[src/sv/kfus_pkg.sv]
// kfus_pkg: shared types and widths for the two-sensor kalman fusion block
// used by kfus_div and two_sensor_kalman_fusion; no dependencies
`default_nettype none

package kfus_pkg;

	localparam int VAL_W = 32;
	localparam int WGT_W = 31;
	localparam int DEN_W = 33;
	localparam int QUO_W = 33;
	localparam int NUM_W = 65;
	localparam int CNT_W = 6;
	localparam int IDX_W = 3;

	localparam logic [IDX_W-1:0] REG_FLOW_Q  = 3'd0;
	localparam logic [IDX_W-1:0] REG_FLOW_RA = 3'd1;
	localparam logic [IDX_W-1:0] REG_FLOW_RB = 3'd2;
	localparam logic [IDX_W-1:0] REG_WGT_Q   = 3'd3;
	localparam logic [IDX_W-1:0] REG_WGT_RA  = 3'd4;
	localparam logic [IDX_W-1:0] REG_WGT_RB  = 3'd5;

	localparam logic [1:0] SNS_FLOW_A = 2'd0;
	localparam logic [1:0] SNS_FLOW_B = 2'd1;
	localparam logic [1:0] SNS_WGT_A  = 2'd2;
	localparam logic [1:0] SNS_WGT_B  = 2'd3;

	typedef enum logic [4:0] {
		ST_IDLE,
		ST_MUL_FQ,
		ST_GROW_F,
		ST_MUL_W,
		ST_DROP_W,
		ST_MUL_WQ,
		ST_GROW_W,
		ST_SENSOR,
		ST_MUL_C,
		ST_START_C,
		ST_WAIT_C,
		ST_UPD_X,
		ST_MUL_P,
		ST_START_P,
		ST_WAIT_P,
		ST_NEXT,
		ST_CLAMP,
		ST_OUT
	} state_t;

endpackage

`default_nettype wire

[src/sv/two_sensor_kalman_fusion.sv]
// two_sensor_kalman_fusion: two coupled scalar kalman filters, fixed point
// depends on kfus_pkg and kfus_div
//
// usage:
//   slave stream s_*: one item per measurement set; s_tuser is func
//   (1 init, 0 update), s_tdata holds flow_a, flow_b, weight_a, weight_b, dt.
//   master stream m_*: one result item per input item.
//   cfg_we/cfg_index/cfg_data write the six noise registers; index 6, 7 ignored.
// sequence and throughput:
//   init and zero-dt items: m_tvalid in the cycle after the accepting edge.
//   update items: prediction (flow variance, weight drop, weight variance),
//   then per enabled sensor a gain multiply and divide, the estimate update,
//   a variance multiply and divide; a disabled sensor (r = 0) is skipped; then a clamp.
//   s_tready is high only while idle, one item in flight at a time.
// reset: estimates clear, flow variance 1.0, weight variance 10.0,
//   registers to their defaults.
// stall: the result waits in the output register until m_tready; no new
//   item is accepted meanwhile.
`default_nettype none

module two_sensor_kalman_fusion #(
	parameter int FRAC_BITS = 16
) (
	input  wire logic         clk,
	input  wire logic         arst_n,
	input  wire logic         s_tvalid,
	output logic              s_tready,
	// flow_a, flow_b, weight_a, weight_b, dt
	input  wire logic [159:0] s_tdata,
	// func
	input  wire logic         s_tuser,
	output logic              m_tvalid,
	input  wire logic         m_tready,
	// fused_flow, fused_weight, flow_variance, weight_variance, zero pad
	output logic [127:0]      m_tdata,
	// skipped
	output logic              m_tuser,
	input  wire logic         cfg_we,
	input  wire logic [2:0]   cfg_index,
	input  wire logic [31:0]  cfg_data
);
	import kfus_pkg::*;

	localparam logic [VAL_W-1:0] ONE_FX   = VAL_W'(64'd1 << FRAC_BITS);
	localparam logic [VAL_W-1:0] TENTH_FX = VAL_W'(((64'd1 << FRAC_BITS) + 64'd5) / 64'd10);
	localparam logic [VAL_W-1:0] TEN_FX   = VAL_W'(64'd10 << FRAC_BITS);
	localparam logic [NUM_W-1:0] HALF_FX  = NUM_W'(65'd1 << (FRAC_BITS - 1));
	localparam logic [VAL_W:0]   WGT_MAX  = {2'b00, {WGT_W{1'b1}}};

	state_t state_q, state_d;

	logic [VAL_W-1:0] fq_q, ra_f_q, rb_f_q, wq_q, ra_w_q, rb_w_q;
	logic signed [VAL_W-1:0] flow_q, wgt_q;
	logic [VAL_W-1:0] fcov_q, wcov_q;
	logic signed [VAL_W-1:0] fa_q, fb_q, wa_q, wb_q;
	logic [VAL_W-1:0] dt_q;
	logic [1:0]       k_q;
	logic             skip_q;
	logic [NUM_W-1:0] prod_q;
	logic [DEN_W-1:0] den_q;
	logic [DEN_W-1:0] mag_q;
	logic             neg_q;

	logic [DEN_W-1:0] mul_a;
	logic [VAL_W-1:0] mul_b;
	logic             div_start;
	logic [NUM_W-1:0] div_num;
	logic             div_busy, div_done;
	logic [QUO_W-1:0] div_quot;

	logic signed [VAL_W-1:0] x_sel, m_sel;
	logic [VAL_W-1:0] p_sel, r_sel;
	logic signed [DEN_W-1:0] d_val;
	logic [NUM_W-1:0] rnd_sum, inc;
	logic [NUM_W:0]   grow_f, grow_w;
	logic signed [NUM_W+1:0] w_drop;
	logic signed [DEN_W+1:0] x_new;
	logic [VAL_W-1:0] flow_abs;
	logic             accept;

	assign accept = s_tvalid && s_tready;

	// sensor selection
	always_comb begin
		unique case (k_q)
			SNS_FLOW_A: begin
				x_sel = flow_q; m_sel = fa_q; p_sel = fcov_q; r_sel = ra_f_q;
			end
			SNS_FLOW_B: begin
				x_sel = flow_q; m_sel = fb_q; p_sel = fcov_q; r_sel = rb_f_q;
			end
			SNS_WGT_A: begin
				x_sel = wgt_q; m_sel = wa_q; p_sel = wcov_q; r_sel = ra_w_q;
			end
			default: begin
				x_sel = wgt_q; m_sel = wb_q; p_sel = wcov_q; r_sel = rb_w_q;
			end
		endcase
	end

	assign d_val    = DEN_W'(m_sel) - DEN_W'(x_sel);
	assign flow_abs = flow_q[VAL_W-1] ? VAL_W'(-flow_q) : VAL_W'(flow_q);
	assign rnd_sum  = prod_q + HALF_FX;
	assign inc      = rnd_sum >> FRAC_BITS;
	assign grow_f   = {1'b0, inc} + (NUM_W+1)'(fcov_q);
	assign grow_w   = {1'b0, inc} + (NUM_W+1)'(wcov_q);
	assign w_drop   = flow_q[VAL_W-1] ? ((NUM_W+2)'(wgt_q) + (NUM_W+2)'(inc))
	                                  : ((NUM_W+2)'(wgt_q) - (NUM_W+2)'(inc));
	assign x_new    = neg_q ? ((DEN_W+2)'(x_sel) - (DEN_W+2)'(div_quot))
	                        : ((DEN_W+2)'(x_sel) + (DEN_W+2)'(div_quot));
	assign div_num  = prod_q + NUM_W'(den_q >> 1);

	// next state
	always_comb begin
		state_d = state_q;
		unique case (state_q)
			ST_IDLE: begin
				if (accept) begin
					if (s_tuser || s_tdata[159:128] == '0)
						state_d = ST_OUT;
					else
						state_d = ST_MUL_FQ;
				end
			end
			ST_MUL_FQ:  state_d = ST_GROW_F;
			ST_GROW_F:  state_d = ST_MUL_W;
			ST_MUL_W:   state_d = ST_DROP_W;
			ST_DROP_W:  state_d = ST_MUL_WQ;
			ST_MUL_WQ:  state_d = ST_GROW_W;
			ST_GROW_W:  state_d = ST_SENSOR;
			ST_SENSOR:  state_d = (r_sel == '0) ? ST_NEXT : ST_MUL_C;
			ST_MUL_C:   state_d = ST_START_C;
			ST_START_C: state_d = ST_WAIT_C;
			ST_WAIT_C:  state_d = div_done ? ST_UPD_X : ST_WAIT_C;
			ST_UPD_X:   state_d = ST_MUL_P;
			ST_MUL_P:   state_d = ST_START_P;
			ST_START_P: state_d = ST_WAIT_P;
			ST_WAIT_P:  state_d = div_done ? ST_NEXT : ST_WAIT_P;
			ST_NEXT:    state_d = (k_q == SNS_WGT_B) ? ST_CLAMP : ST_SENSOR;
			ST_CLAMP:   state_d = ST_OUT;
			ST_OUT:     state_d = m_tready ? ST_IDLE : ST_OUT;
			default:    state_d = ST_IDLE;
		endcase
	end

	// outputs of the sequencer
	always_comb begin
		mul_a     = '0;
		mul_b     = '0;
		div_start = 1'b0;
		s_tready  = 1'b0;
		m_tvalid  = 1'b0;
		unique case (state_q)
			ST_IDLE:    s_tready = 1'b1;
			ST_MUL_FQ:  begin mul_a = DEN_W'(fq_q); mul_b = dt_q; end
			ST_MUL_W:   begin mul_a = DEN_W'(flow_abs); mul_b = dt_q; end
			ST_MUL_WQ:  begin mul_a = DEN_W'(wq_q); mul_b = dt_q; end
			ST_MUL_C:   begin mul_a = mag_q; mul_b = p_sel; end
			ST_MUL_P:   begin mul_a = DEN_W'(p_sel); mul_b = r_sel; end
			ST_START_C: div_start = 1'b1;
			ST_START_P: div_start = 1'b1;
			ST_OUT:     m_tvalid = 1'b1;
			default:    ;
		endcase
	end

	always_ff @(posedge clk or negedge arst_n) begin
		if (!arst_n) begin
			state_q <= ST_IDLE;
			fq_q    <= VAL_W'(655);
			ra_f_q  <= VAL_W'(65536);
			rb_f_q  <= VAL_W'(65536);
			wq_q    <= VAL_W'(655);
			ra_w_q  <= VAL_W'(65536);
			rb_w_q  <= VAL_W'(65536);
			flow_q  <= '0;
			wgt_q   <= '0;
			fcov_q  <= ONE_FX;
			wcov_q  <= TEN_FX;
			k_q     <= SNS_FLOW_A;
			skip_q  <= 1'b0;
		end else begin
			state_q <= state_d;
			if (cfg_we) begin
				unique case (cfg_index)
					REG_FLOW_Q:  fq_q   <= cfg_data;
					REG_FLOW_RA: ra_f_q <= cfg_data;
					REG_FLOW_RB: rb_f_q <= cfg_data;
					REG_WGT_Q:   wq_q   <= cfg_data;
					REG_WGT_RA:  ra_w_q <= cfg_data;
					REG_WGT_RB:  rb_w_q <= cfg_data;
					default:     ;
				endcase
			end
			unique case (state_q)
				ST_IDLE: begin
					k_q <= SNS_FLOW_A;
					if (accept) begin
						skip_q <= !s_tuser && (s_tdata[159:128] == '0);
						if (s_tuser) begin
							flow_q <= s_tdata[31:0];
							wgt_q  <= s_tdata[95] ? '0 : s_tdata[95:64];
							fcov_q <= TENTH_FX;
							wcov_q <= ONE_FX;
						end
					end
				end
				ST_GROW_F: fcov_q <= (grow_f[NUM_W:VAL_W] != '0) ? '1 : grow_f[VAL_W-1:0];
				ST_GROW_W: wcov_q <= (grow_w[NUM_W:VAL_W] != '0) ? '1 : grow_w[VAL_W-1:0];
				ST_DROP_W: begin
					if (w_drop < 0)
						wgt_q <= '0;
					else if (w_drop > (NUM_W+2)'(WGT_MAX))
						wgt_q <= WGT_MAX[VAL_W-1:0];
					else
						wgt_q <= w_drop[VAL_W-1:0];
				end
				ST_UPD_X: begin
					if (k_q[1])
						wgt_q <= x_new[VAL_W-1:0];
					else
						flow_q <= x_new[VAL_W-1:0];
				end
				ST_WAIT_P: begin
					if (div_done) begin
						if (k_q[1])
							wcov_q <= div_quot[VAL_W-1:0];
						else
							fcov_q <= div_quot[VAL_W-1:0];
					end
				end
				ST_NEXT:  k_q <= k_q + 2'd1;
				ST_CLAMP: if (wgt_q[VAL_W-1]) wgt_q <= '0;
				default:  ;
			endcase
		end
	end

	// payload and datapath registers
	always_ff @(posedge clk) begin
		if (accept) begin
			fa_q <= s_tdata[31:0];
			fb_q <= s_tdata[63:32];
			wa_q <= s_tdata[95:64];
			wb_q <= s_tdata[127:96];
			dt_q <= s_tdata[159:128];
		end
		if (state_q == ST_SENSOR) begin
			den_q <= DEN_W'(p_sel) + DEN_W'(r_sel);
			neg_q <= d_val[DEN_W-1];
			mag_q <= d_val[DEN_W-1] ? DEN_W'(-d_val) : DEN_W'(d_val);
		end
		prod_q <= NUM_W'(mul_a) * NUM_W'(mul_b);
	end

	kfus_div u_div (
		.clk    (clk),
		.arst_n (arst_n),
		.start  (div_start),
		.num    (div_num),
		.den    (den_q),
		.busy   (div_busy),
		.done   (div_done),
		.quot   (div_quot)
	);

	assign m_tdata = {1'b0, wcov_q, fcov_q, wgt_q[WGT_W-1:0], flow_q};
	assign m_tuser = skip_q;

	a_ready_xor_valid: assert property (@(posedge clk) disable iff (!arst_n)
		!(s_tready && m_tvalid))
		else $error("input ready while result pending");

	a_div_in_wait: assert property (@(posedge clk) disable iff (!arst_n)
		div_busy |-> (state_q == ST_WAIT_C || state_q == ST_WAIT_P))
		else $error("divider busy outside a wait state");

	a_weight_nonneg: assert property (@(posedge clk) disable iff (!arst_n)
		m_tvalid |-> !wgt_q[VAL_W-1])
		else $error("negative weight at output");

	a_done_once: assert property (@(posedge clk) disable iff (!arst_n)
		div_done |=> !div_done)
		else $error("divider done held more than one cycle");

endmodule

`default_nettype wire

[src/sv/kfus_div.sv]
// kfus_div: restoring divider, one quotient bit per cycle
// quotient must fit QUO_W bits; depends on kfus_pkg
`default_nettype none

module kfus_div (
	input  wire logic                       clk,
	input  wire logic                       arst_n,
	input  wire logic                       start,
	input  wire logic [kfus_pkg::NUM_W-1:0] num,
	input  wire logic [kfus_pkg::DEN_W-1:0] den,
	output logic                            busy,
	output logic                            done,
	output logic [kfus_pkg::QUO_W-1:0]      quot
);
	import kfus_pkg::*;

	logic [DEN_W-1:0] rem_q;
	logic [DEN_W-1:0] den_q;
	logic [QUO_W-1:0] low_q;
	logic [CNT_W-1:0] cnt_q;
	logic             busy_q;
	logic             done_q;
	logic [DEN_W:0]   trial;
	logic [DEN_W:0]   diff;
	logic             ge;

	assign trial = {rem_q, low_q[QUO_W-1]};
	assign diff  = trial - {1'b0, den_q};
	assign ge    = trial >= {1'b0, den_q};

	always_ff @(posedge clk) begin
		if (start) begin
			rem_q <= {1'b0, num[NUM_W-1:QUO_W]};
			low_q <= num[QUO_W-1:0];
			den_q <= den;
		end else if (busy_q) begin
			rem_q <= ge ? diff[DEN_W-1:0] : trial[DEN_W-1:0];
			low_q <= {low_q[QUO_W-2:0], ge};
		end
	end

	always_ff @(posedge clk or negedge arst_n) begin
		if (!arst_n) begin
			busy_q <= 1'b0;
			done_q <= 1'b0;
			cnt_q  <= '0;
		end else begin
			done_q <= busy_q && (cnt_q == CNT_W'(1));
			if (start) begin
				busy_q <= 1'b1;
				cnt_q  <= CNT_W'(QUO_W);
			end else if (busy_q) begin
				cnt_q <= cnt_q - CNT_W'(1);
				if (cnt_q == CNT_W'(1))
					busy_q <= 1'b0;
			end
		end
	end

	assign busy = busy_q;
	assign done = done_q;
	assign quot = low_q;

endmodule

`default_nettype wire

[config.mk]
export PLATFORM = sky130hd
export DESIGN_NAME = two_sensor_kalman_fusion
export DESIGN_NICKNAME = d
export VERILOG_FILES = /design/src/sv/kfus_pkg.sv /design/src/sv/two_sensor_kalman_fusion.sv /design/src/sv/kfus_div.sv
export SDC_FILE = /design/constraint.sdc
export NUM_CORES = 2
export LEC_CHECK = 0
export BUFFER_PORTS_ARGS = -buffer_cell sky130_fd_sc_hd__buf_2
export CAP_MARGIN = 10
export CORE_ASPECT_RATIO = 0.5
export CORE_MARGIN = 3
export CORE_UTILIZATION = 40
export CTS_CLUSTER_DIAMETER = 150
export DETAILED_ROUTE_END_ITERATION = 16
export PLACE_DENSITY_LB_ADDON = 0.15
export SETUP_SLACK_MARGIN = 0.05
export SYNTH_ARGS = -nofsm -noshare
export SYNTH_HDL_FRONTEND = slang
export SYNTH_SLANG_ARGS = --single-unit
[constraint.sdc]
create_clock -name clk -period 27.4 [get_ports clk]
set_input_delay 4.11 -clock clk [delete_from_list [all_inputs] [get_ports clk]]
set_output_delay 4.11 -clock clk [all_outputs]
set_load 0.02 [all_outputs]
# Word-level counts from Yosys, hierarchy flattened
# Cells that the tools add are included.
dict set report totals {
  ram_bits 0
  mem_count 0
  input_bits 201
  out_inout_bits 131
  latch_bits 0
  rom_bits 0
  reg_bits 727
}
dict set report op_classes {
  reduce_logical 33
  add_sub_neg 15
  n_shift 0
  mul 1
  eq_ne 34
  n_bitwise 0
  div 0
  magnitude_cmp 3
  muxes 56
}
# cell count
set ops {}
lappend ops {{2-to-1 mux 32 bit} 25}
lappend ops {{one-hot mux 32 bit (3 select lines)} 5}
lappend ops {{one-hot mux 33 bit (5 select lines)} 1}
lappend ops {{one-hot mux 32 bit (4 select lines)} 1}
lappend ops {{adder 49 x 32 -> 50 bit} 2}
lappend ops {{2-to-1 mux 33 bit} 3}
lappend ops {{one-hot mux 5 bit (18 select lines)} 1}
lappend ops {{nonzero test 34 bit} 2}
lappend ops {{greater-than comparator 67 x 31 -> 1 bit (second input constant)} 1}
lappend ops {{< comparator 67 x 1 -> 1 bit (second input constant)} 1}
lappend ops {{2-to-1 mux 67 bit} 1}
lappend ops {{adder 65 x 16 -> 65 bit (second input constant)} 1}
lappend ops {{adder 65 x 32 -> 65 bit} 1}
lappend ops {{multiplier 33 x 32 -> 65 bit} 1}
lappend ops {{zero test 32 bit} 2}
lappend ops {{one-hot mux 32 bit (2 select lines)} 1}
lappend ops {{2-to-1 mux 31 bit} 2}
lappend ops {{adder 32 x 50 -> 51 bit} 1}
lappend ops {{subtractor 32 x 50 -> 51 bit} 1}
lappend ops {{equality test 5 x 4 -> 1 bit (second input constant)} 8}
lappend ops {{greater-or-equal comparator 34 x 33 -> 1 bit} 1}
lappend ops {{adder 32 x 32 -> 33 bit} 1}
lappend ops {{negation 33 bit} 1}
lappend ops {{subtractor 32 x 32 -> 33 bit} 1}
lappend ops {{37 further kinds} 77}

# Logic depth before layout (Yosys ltp)
dict set report depth {
  ltp_word 7
  ltp_mapped 40
}

# Modules after synthesis
# A second synthesis with hierarchy kept.
dict set report unflattened {
  cells_unflattened 9116
  hier_area_um2 83141.0
}
# module area_each_um2 instances cells_per_inst
set by_module_without_submodules {}
lappend by_module_without_submodules {two_sensor_kalman_fusion 76817.4 1 8542}
lappend by_module_without_submodules {kfus_div 6323.6 1 574}

# Worst setup path after synthesis
# No wires, ideal clock.
dict set report synth_path {
  kind {register to register}
  start {register flow_q[5]}
  end {register prod_q[59]}
  period_less_slack_ps 10595
  slack_ps 16805
  path_stages_with_launch 36
  path_buffers 1
  arrival_ps 10523
  setup_ps 72
  path_cell_list {dfrtp_1 -> or4_1 -> or4_1 -> or3_1 -> or3_1 -> or3_1 -> o31ai_1 -> xor2_1 -> o211ai_1 -> clkbuf_1 -> nand2_1 -> fa_1 -> inv_1 -> fa_1 -> inv_1 -> fa_1 -> fa_1 -> inv_1 -> fa_1 -> fa_1 -> fa_1 -> inv_1 -> fa_1 -> inv_1 -> ha_1 -> a21o_1 -> a21o_1 -> a21o_1 -> a2111oi_0 -> o31a_1 -> o21ai_1 -> a221o_1 -> a41oi_1 -> o21ai_0 -> a21oi_1 -> xnor2_1}
}
dict set report synth_between {
  elab_chain_len 4
}
# element line
set synth_lines {}
lappend synth_lines {{start: declaration} two_sensor_kalman_fusion.sv:53} ;# logic signed [VAL_W-1:0] flow_q, wgt_q;
lappend synth_lines {{start signal: assignment} two_sensor_kalman_fusion.sv:201} ;# flow_q <= s_tdata[31:0];
lappend synth_lines {{start signal: assignment} two_sensor_kalman_fusion.sv:222} ;# flow_q <= x_new[VAL_W-1:0];
lappend synth_lines {{negation 32 bit} two_sensor_kalman_fusion.sv:102} ;# assign flow_abs = flow_q[VAL_W-1] ? VAL_W'(-flow_q) : VAL_W'(flow_q);
lappend synth_lines {{2-to-1 mux 32 bit *} two_sensor_kalman_fusion.sv:102}
lappend synth_lines {{one-hot mux 33 bit (5 select lines) *} two_sensor_kalman_fusion.sv:153} ;# unique case (state_q)
lappend synth_lines {{multiplier 33 x 32 -> 65 bit *} two_sensor_kalman_fusion.sv:253} ;# prod_q <= NUM_W'(mul_a) * NUM_W'(mul_b);
lappend synth_lines {{end signal: assignment} two_sensor_kalman_fusion.sv:253}
lappend synth_lines {{end: declaration} two_sensor_kalman_fusion.sv:59} ;# logic [NUM_W-1:0] prod_q;
# Every way passes the cells marked *; elsewhere a longest branch is shown, timed or not.
# A chain may end at the register's enable or synchronous reset.

# Worst setup path in the final report
dict set report layout_path {
  start {register flow_q[3]}
  end {register prod_q[62]}
}
# Same word-level chain as after synthesis.

==> flow_summary.html <==
<table>
<tr><th>Metric</th><th>Value</th></tr>
<tr><th colspan="2">Floorplan</th></tr>
<tr><td>Core area</td><td>around 200000 um2</td></tr>
<tr><td>Chip Height</td><td>328.1 um</td></tr>
<tr><td>Chip width</td><td>650.3 um</td></tr>
<tr><td>Initial standard-cell utilization of the core</td><td>40.51%</td></tr>
<tr><td>Die outline area</td><td>213400 um2</td></tr>
<tr><td>Num ports</td><td>about 330</td></tr>
<tr><td>Number of placement rows</td><td>around 120</td></tr>
<tr><th colspan="2">Timing</th></tr>
<tr><td>Worst slack on hold paths</td><td>0.4329 ns</td></tr>
<tr><td>Max Fclk</td><td>just over 0.08 GHz</td></tr>
<tr><td>Worst Tran Pin Value</td><td>1.214 ns</td></tr>
<tr><td>Layout Skew</td><td>roughly 0.05 ns</td></tr>
<tr><td>Fin crit share</td><td>44.74%</td></tr>
<tr><td>RSZ-0062 raised after global routing</td><td>no</td></tr>
<tr><td>Total negative slack</td><td>0 ns</td></tr>
<tr><td>Final critical path time including I/O delays and setup</td><td>12.26 ns</td></tr>
<tr><td>Final setup vio count</td><td>0</td></tr>
<tr><td>Slew margin rel.</td><td>16.94%</td></tr>
<tr><td>Pins Over Slew Limit</td><td>0</td></tr>
<tr><td>Final Hold Vio Count</td><td>0</td></tr>
<tr><th colspan="2">Final layout</th></tr>
<tr><td>Fraction of layout instances using a drive strength above 1</td><td>between 10 and 15%</td></tr>
<tr><td>Layout Cells excl Fill</td><td>12117</td></tr>
<tr><td>Commonest non-fill, non-tap cell in the layout</td><td>sky130_fd_sc_hd__inv_1</td></tr>
<tr><td>Layout net count</td><td>10981</td></tr>
<tr><td>Final cell utilization of the core</td><td>around 44%</td></tr>
<tr><td>Commonest cells after routing, fill and taps aside</td><td>1188 x sky130_fd_sc_hd__inv_1, 1006 x sky130_fd_sc_hd__nor2_1, 934 x sky130_fd_sc_hd__fa_1</td></tr>
<tr><td>Synth-to-Final Area Change</td><td>9.298%</td></tr>
<tr><th colspan="2">Place</th></tr>
<tr><td>Placed wire-length estimate</td><td>280800 um</td></tr>
<tr><td>Number of buffer cells added on primary ports</td><td>330</td></tr>
<tr><td>Dpl cells</td><td>11951</td></tr>
<tr><td>Last weighted congestion value of the routability-driven placer</td><td>0.9885</td></tr>
<tr><th colspan="2">Min path</th></tr>
<tr><td>Worst min-delay path category</td><td>register to register</td></tr>
<tr><th colspan="2">Worst setup path</th></tr>
<tr><td>Category of the worst setup path launch point</td><td>register</td></tr>
<tr><td>Crit path arrival time</td><td>roughly 13 ns</td></tr>
<tr><td>Top delay family on crit path</td><td>adder cells</td></tr>
<tr><td>Worst EP required</td><td>between 20 and 30 ns</td></tr>
<tr><td>Most used cell, CP</td><td>sky130_fd_sc_hd__fa_1</td></tr>
<tr><td>Buffers plus inverters on the worst setup path</td><td>2</td></tr>
<tr><td>Max FO, Critical Path</td><td>17</td></tr>
<tr><td>CP max stage cell</td><td>sky130_fd_sc_hd__o211a_1</td></tr>
<tr><td>Type of element capturing the critical path</td><td>register</td></tr>
<tr><td>Critical path class</td><td>register to register</td></tr>
<tr><td>R2R setup slack</td><td>15.14 ns</td></tr>
<tr><td>Max stage delay on crit path</td><td>slightly below 0.8 ns</td></tr>
<tr><th colspan="2">Synthesis</th></tr>
<tr><td>Top area cells in the synthesized netlist</td><td>sky130_fd_sc_hd__fa_1 23%, sky130_fd_sc_hd__edfxtp_1 12%, sky130_fd_sc_hd__dfrtp_1 9.6%, sky130_fd_sc_hd__ha_1 8.3%, sky130_fd_sc_hd__inv_1 5.4%</td></tr>
<tr><td>Count of mapped cells out of synthesis</td><td>around 9000</td></tr>
<tr><td>Number of different library cells in the post-synthesis netlist</td><td>just under 100</td></tr>
<tr><td>Synth Cell Area</td><td>83020 um2</td></tr>
<tr><td>Synthesis warning total</td><td>0</td></tr>
<tr><td>Post-Syn Nets</td><td>10843</td></tr>
<tr><td>Count of state elements after synthesis</td><td>between 700 and 800</td></tr>
<tr><td>Cell type with the largest total area after synthesis</td><td>sky130_fd_sc_hd__fa_1</td></tr>
<tr><td>Area fraction of the dominant cell type after synthesis</td><td>22.52%</td></tr>
<tr><td>Async set-or-reset flop fraction in the synthesized netlist</td><td>a little under half</td></tr>
<tr><td>Post-synth EDFFs</td><td>roughly 330</td></tr>
<tr><td>Post-synthesis sequential area ratio</td><td>23.50%</td></tr>
<tr><td>Flip-flop cell with the highest count after synthesis</td><td>sky130_fd_sc_hd__edfxtp_1</td></tr>
<tr><td>Average instance area after synthesis</td><td>9.064 um2</td></tr>
<tr><th colspan="2">Outcome</th></tr>
<tr><td>Run status</td><td>complete, no violations</td></tr>
<tr><th colspan="2">Drt</th></tr>
<tr><td>Sum of routed wire length over all layers</td><td>357100 um</td></tr>
<tr><td>First-pass detailed-route iteration total</td><td>8</td></tr>
<tr><td>Average wire per standard cell</td><td>about 30 um</td></tr>
<tr><td># DRC</td><td>0</td></tr>
<tr><td>Ratio of routed vias to standard cells</td><td>5.923</td></tr>
<tr><td>DR iter-0 viols</td><td>8502</td></tr>
<tr><td>Vias</td><td>between 70000 and 80000</td></tr>
<tr><td>Detail Route Antenna Nets</td><td>0</td></tr>
<tr><th colspan="2">Global route</th></tr>
<tr><td>GR Overflow Total</td><td>0</td></tr>
<tr><td>Pin count of the biggest net entering global routing</td><td>128</td></tr>
<tr><td>GR Util All Layers</td><td>33.05%</td></tr>
<tr><td>Number of global-route vias before repair</td><td>69833</td></tr>
<tr><td>Number of antenna violations at the first check in global routing</td><td>28</td></tr>
<tr><td>Wire length of the first global-routing pass</td><td>511000 um</td></tr>
<tr><th colspan="2">CTS</th></tr>
<tr><td>Clock Sinks</td><td>around 730</td></tr>
<tr><td>Number of buffers added by the clock tree synthesis step</td><td>81</td></tr>
<tr><td>CTS tree</td><td>done</td></tr>
<tr><td>CTS Root Buffer Type</td><td>sky130_fd_sc_hd__clkbuf_16</td></tr>
<tr><td>PostCTS Resize Cnt</td><td>0</td></tr>
<tr><td># H-tree levels</td><td>3</td></tr>
<tr><td>Clock Tree Buf Depth</td><td>3</td></tr>
<tr><td>Post-CTS setup repair buffer count</td><td>0</td></tr>
<tr><td>Clock latency at the later pin of the worst-skew pair</td><td>0.72 ns</td></tr>
<tr><td>CTS hold repair buffers</td><td>0</td></tr>
<tr><td>Clk pin slew, worst setup/hold paths</td><td>0.06 ns</td></tr>
<tr><th colspan="2">Run</th></tr>
<tr><td>Number of maximum-capacitance constraint violations</td><td>0</td></tr>
</table>
## cells in the mapped netlist (252+ instances only)
| cell | n |
|---|---|
| sky130_fd_sc_hd__inv_1 | 1191 |
| sky130_fd_sc_hd__nand2_1 | 936 |
| sky130_fd_sc_hd__nor2_1 | 1016 |
| sky130_fd_sc_hd__mux2_2 | 252 |
| sky130_fd_sc_hd__ha_1 | 549 |
| sky130_fd_sc_hd__dfrtp_1 | 317 |
| sky130_fd_sc_hd__clkbuf_1 | 352 |
| sky130_fd_sc_hd__fa_1 | 934 |
| sky130_fd_sc_hd__o21ai_0 | 343 |
| sky130_fd_sc_hd__a21oi_1 | 484 |
| sky130_fd_sc_hd__xnor2_1 | 303 |
| sky130_fd_sc_hd__edfxtp_1 | 325 |
## metrics by stage
step / instance area [um2] / worst slack (ns)
finish: 90740 / 15.14
global route: 90700 / 14.80
CTS: 90700 / 15.31
detailed placement: 87910 / 15.37
global placement: 87910 / 15.47
floorplan: 83020 / 16.81
## final timing paths
check | from | to | cells after the start
worst min register to register | den_q[0] | u_div.den_q[0] | 0
worst max-delay path | flow_q[3] | prod_q[62] | 33
worst min-delay path | den_q[0] | u_div.den_q[0] | 0
max in group asynchronous | arst_n | fcov_q[26] | 4
worst max register to register | flow_q[3] | prod_q[62] | 33
min in group asynchronous | arst_n | rb_f_q[17] | 1
## final cells by class
class	instances	area (um2)
antenna	15	37.54
clock buffer	93	2103
clock inverter	58	680.7
fill	20292	114200
inverter	1191	4479
multi-input combinational	6773	57370
sequential	727	19520
tap	2737	3425
timing repair buffer	523	3123
## cell families (layout without fill, tap and decap cells)
kind of cell	Yosys count	after routing	synth area share, %
DFF	727	727	23.50
AOI/OAI and AO/OA	1807	1807	14.46
muxes	274	274	3.683
xor gates and xnor gates	492	492	5.191
adders and majority gates	1483	1483	30.80
other	1	16	0.004517
buffers and inverters	1659	1865	7.736
and+or+nand+nor	2716	2716	14.62
## per-layer routing
layer | up-vias | global-route usage [%] | wire [um]
met5 | - | 0 | 282
met4 | 16 | 10.74 | 13800
met3 | 548 | 9.641 | 41030
met2 | 3626 | 47.66 | 146300
met1 | 36446 | 47.33 | 155600
li1 | 31131 | - | -
## sequential cells by signal (all words and copies together), names as in the netlist, 6 cells and up
signal	flops
den_q	33
dt_q	32
fa_q	32
fb_q	32
fcov_q	32
flow_q	32
fq_q	32
mag_q	33
prod_q	65
ra_f_q	32
ra_w_q	32
rb_f_q	32
rb_w_q	32
u_div.cnt_q	6
u_div.den_q	33
u_div.quot	33
u_div.rem_q	33
wa_q	32
wb_q	32
wcov_q	32
wgt_q	32
wq_q	32
Power is not shown: default switching activity piles up to over one toggle a cycle in this logic, so the estimate is an artifact.
